==> config.mk <==
export PLATFORM = sky130hd
export DESIGN_NAME = fdrc_cfg
export DESIGN_NICKNAME = d
export VERILOG_FILES = /design/src/sv/fenwick_dominance_rank_counter_macros.svh /design/src/sv/fdrc_pkg.sv /design/src/sv/fdrc_cfg.sv
export SDC_FILE = /design/constraint.sdc
export NUM_CORES = 1
export LEC_CHECK = 0
export BUFFER_PORTS_ARGS = -buffer_cell sky130_fd_sc_hd__clkbuf_2
export CAP_MARGIN = 20
export CORE_UTILIZATION = 34
export CTS_BUF_LIST = sky130_fd_sc_hd__clkbuf_4
export CTS_CLUSTER_DIAMETER = 60
export CTS_CLUSTER_SIZE = 24
export DETAILED_ROUTE_END_ITERATION = 16
export PLACE_DENSITY = 0.82
export SYNTH_ARGS = -nofsm -noshare
export SYNTH_HDL_FRONTEND = slang
export SYNTH_SLANG_ARGS = --single-unit
==> constraint.sdc <==
create_clock -name i_clk -period 0.85 [get_ports i_clk]
set_clock_uncertainty 0.05 [all_clocks]
set_input_delay 0.085 -clock i_clk [delete_from_list [all_inputs] [get_ports i_clk]]
set_output_delay 0.085 -clock i_clk [all_outputs]
set_load 0.05 [all_outputs]
==> src/sv/fenwick_dominance_rank_counter_macros.svh <==
// ---------------------------------------------------------------------------
// Assertion helpers for the Fenwick dominance rank counter.
// Both macros sample on i_clk and are switched off while i_rst_n is low.
// ---------------------------------------------------------------------------
`ifndef FENWICK_DOMINANCE_RANK_COUNTER_MACROS_SVH
`define FENWICK_DOMINANCE_RANK_COUNTER_MACROS_SVH

// Consequent must hold in the same cycle as the antecedent.
`define FDRC_ASSERT_SAME(lbl, ante, cons, msg) \
    lbl: assert property (@(posedge i_clk) disable iff (!i_rst_n) (ante) |-> (cons)) \
        else $error(msg);

// Consequent must hold in the cycle after the antecedent.
`define FDRC_ASSERT_NEXT(lbl, ante, cons, msg) \
    lbl: assert property (@(posedge i_clk) disable iff (!i_rst_n) (ante) |=> (cons)) \
        else $error(msg);

`endif

==> src/sv/fdrc_pkg.sv <==
// ---------------------------------------------------------------------------
// fdrc_pkg
// Shared types and constants of the Fenwick dominance rank counter.
// ---------------------------------------------------------------------------
package fdrc_pkg;

    // Field widths of the request and result items
    localparam int X_W       = 10;
    localparam int LVL_W     = 10;
    localparam int CNT_OUT_W = 11;

    // Configuration port
    localparam int PADDR_W = 3;
    localparam int PDATA_W = 32;
    localparam logic       CFG_IDX_MAX_X = 1'b0;
    localparam logic [X_W-1:0] MAX_X_RESET = 10'd1023;

    // Request action codes
    localparam logic ACT_PLACE = 1'b0;
    localparam logic ACT_READ  = 1'b1;

    // Sequencer states
    typedef enum logic [2:0] {
        S_CLEAR,
        S_IDLE,
        S_QUERY,
        S_HIST_RD,
        S_HIST_WR,
        S_UPDATE,
        S_LOOKUP,
        S_DONE
    } t_state;

    // One result item
    typedef struct packed {
        logic [LVL_W-1:0]     star_level;
        logic [CNT_OUT_W-1:0] level_count;
        logic                 error;
    } t_result;

endpackage

==> src/sv/fdrc_cfg.sv <==
// ---------------------------------------------------------------------------
// fdrc_cfg
// APB register slice holding the largest accepted x coordinate.
// ---------------------------------------------------------------------------
module fdrc_cfg import fdrc_pkg::*; (
    input  logic               i_clk,
    input  logic               i_rst_n,
    input  logic               psel,
    input  logic               penable,
    input  logic               pwrite,
    input  logic [PADDR_W-1:0] paddr,
    input  logic [PDATA_W-1:0] pwdata,
    output logic [PDATA_W-1:0] prdata,
    output logic               pready,
    output logic [X_W-1:0]     o_max_x
);

    logic [X_W-1:0] r_max_x;
    logic           wr_hit;

    // Decode the register index from the word address
    assign wr_hit = psel && penable && pwrite && (paddr[2] == CFG_IDX_MAX_X);

    always_ff @(posedge i_clk) begin
        if (!i_rst_n) begin
            r_max_x <= MAX_X_RESET;
        end else if (wr_hit) begin
            r_max_x <= pwdata[X_W-1:0];
        end
    end

    // Read back; unmapped words read as zero
    always_comb begin
        if (paddr[2] == CFG_IDX_MAX_X) begin
            prdata = {{(PDATA_W-X_W){1'b0}}, r_max_x};
        end else begin
            prdata = '0;
        end
    end

    assign pready  = 1'b1;
    assign o_max_x = r_max_x;

endmodule

==> out/metrics.yaml <==
antenna_left: 0
grt_antenna_before_repair: 0
synth_edf_count: 0
finalSetupViolations: 20
slowest_delay_ps: 370
cts_buffer_depth: 2
async_flop_share: 0
area_delta_synth_final_pct: 68.7
synth.cell_area_sq_um: 701
vias: 570
synthFlopType: "dfxtp_1"
p_per_area_mw_per_mm2: 1230
io_buffers: 35
status: "finished with violations"
hold_path_depth: 3
p_clk_frac: 0.227
io_pins: 83
drtIter0Drc: 4
cts_buffers: 3
cp-start-kind: "flop"
dp_slack_ps: -123
synth_cells: 80
critical_path_required_ps: 710
drc: 0
finalHoldViolations: 0
rows: 16
layout-drive-gt1-share: 0.530
slowest_stage: "dfxtp_4"
ir_drop_mv: 0.710
yosysSeqAreaShare: 0.286
cap_viol_max_count: 0
grt_start_max_net_pins: 21
drt-total-wl_um: 1480
wl_per_cell_um: 10.3
ys_warn_count: 0
grt_pass1_vias: 506
post-dp-hpwl_um: 1020
synth_top_family_by_area: "simple AND/OR/NAND/NOR gates"
utilization: 0.609
holdWs_ps: 36.5
yosysMostFrequentCell: "nor2b_1"
endpoint_kind: "output port"
r2r_cells: 3
synth_compound_area_frac: 0
p_sw_mw: 0.627
dp.cells: 139
stdcell_count: 144
combPwrFrac: 0.452
path_max_fanout: 3
drt_pass1_iterations: 4
grt.overflow.total: 0
netlist_top_cells_area: "dfxtp_1 (29%), nor2b_1 (27%), buf_4 (25%), mux2i_1 (14%), buf_6 (1.6%)"
synth_top_cell_area_share: 0.286
violations: "negative setup slack"
path_delay_family: "flip-flops"
r2r_start: "o_max_x[1]"
ys_top_cells_by_count: "nor2b_1 (30), buf_4 (23), dfxtp_1 (10), mux2i_1 (10), clkbuf_1 (3)"
p_leak_nw: 0.591
yosys.area_share.xor_xnor: 0
internal_power_mw: 0.825
period_needed_ps: 1060
grt_use_total: 0.151
cp.arrival_ps: 930
switching_share: 0.432
hold_buffers: 0
yosysTopAreaCell: "dfxtp_1"
grt_pass1_wl_um: 2230
worst_slack_ps: -214
htree_levels: 1
cts_sinks: 10
dieArea_sq_mm: 0.00225
crit_type: "reg2out"
ys_ff_latch: 10
synthMuxAreaShare: 0.143
fin_nets: 158
yosysUniqueCellTypes: 8
core_region_area_sq_mm: 0.00194
min_from: "pwdata[2]"
synth-simple-area-share: 0.282
largest_register_ffs: 10
power_mw: 1.45
fp.dieH_um: 47.4
p_seq_frac: 0.321
r2r_slack_ps: 20
synthAdderAreaFrac: 0
path_cells: "nor2b_4, buf_8"
fill_cells: 178
drv_slew: 0
avgSynthCellArea_sq_um: 8.76
clk_pin_slew_ps: 70
start_util: 0.361
clk_latency_ps: 260
gp_congestion: 0.538
rr_endpoint: "o_max_x[1]"
finalCritPeriodShare: 1.25
fmax_mhz: 940
rsz0062_at_grt: "true"
vias_per_cell: 3.96
min_to: "o_max_x[2]"
cts_root_buf: "clkbuf_4"
worst-path-buf-inv: 1
multi_input_area_sq_um: 459
hold_class: "in2reg"
seq_area_sq_um: 238
dieWidth_um: 47.4
tritoncts: "built"
insertedDiodeCount: 0
==> timing repair <==
| item | in CTS | in global routing |
|---|---|---|
| resized for setup | 39 | 24 |
| setup buffers | 1 | 0 |
| setup endpoints to repair | 20 | 21 |
==> metrics by stage <==
stage | area (sq um) | setup TNS, ps
finish | 1180 | -2610
global route | 1180 | -3550
CTS | 1140 | -3250
detailed placement | 928 | -1590
global placement | 928 | -1250
floorplan | 893 | -604
==> how the worst max path moves through the flow <==
stage / to / cells past startpoint / slack (ps) / startpoint
2_1_floorplan: prdata[0] / 1 / -60 / o_max_x[0]
3_3_place_gp: o_max_x[3] / 4 / -80 / paddr[2]
3_5_place_dp: o_max_x[3] / 4 / -120 / paddr[2]
4_1_cts: prdata[9] / 2 / -220 / o_max_x[9]
5_1_grt: prdata[1] / 2 / -270 / o_max_x[1]
6_report: prdata[9] / 2 / -210 / o_max_x[9]
==> cells by family after synthesis <==
| logic type | after synthesis |
|---|---|
| other | 2 |
| and+or+nand+nor | 31 |
| DFF | 10 |
| muxes | 10 |
| buffers and inverters | 27 |
==> routing by layer <==
metal	part of all wire	wire length (um)	GRT usage	vias to the layer above
met2	0.61	907	0.312	29
met3	0.057	84	0.0615	0
li1	-	-	-	275
met5	0	0	0	-
met1	0.33	485	0.130	266
met4	0	0	0.0343	0
==> layout make-up <==
class	count	share of cell area
Sequential cell	10	0.201
Clock inverter	1	0.00317
Clock buffer	3	0.0190
Timing Repair Buffer	39	0.360
Tap cell	27	0.0286
Multi-Input combinational cell	64	0.388
==> power by group through the flow <==
stage / Sequential [mW] / Combinational, mW / Clock (mW)
floorplan: 0.511 / 0.518 / 0
global placement: 0.472 / 0.551 / 0
detailed placement: 0.474 / 0.557 / 0
CTS: 0.464 / 0.627 / 0.350
global route: 0.468 / 0.691 / 0.384
finish: 0.466 / 0.657 / 0.330
==> worst register-to-register path: stages, from the launching register on <==
cell and delay (ps):
dfxtp_4 350, buf_4 140, nor2b_1 110, mux2i_1 80
==> layout by cell type, fill, tap and decap left out <==
master,n
and4b_1,1
buf_4,4
buf_8,18
clkbuf_16,2
clkbuf_2,15
clkbuf_4,3
clkinv_1,1
conb_1,23
dfxtp_4,10
mux2i_1,10
nor2b_1,20
nor2b_4,10
(Power assumes the default switching activity.)
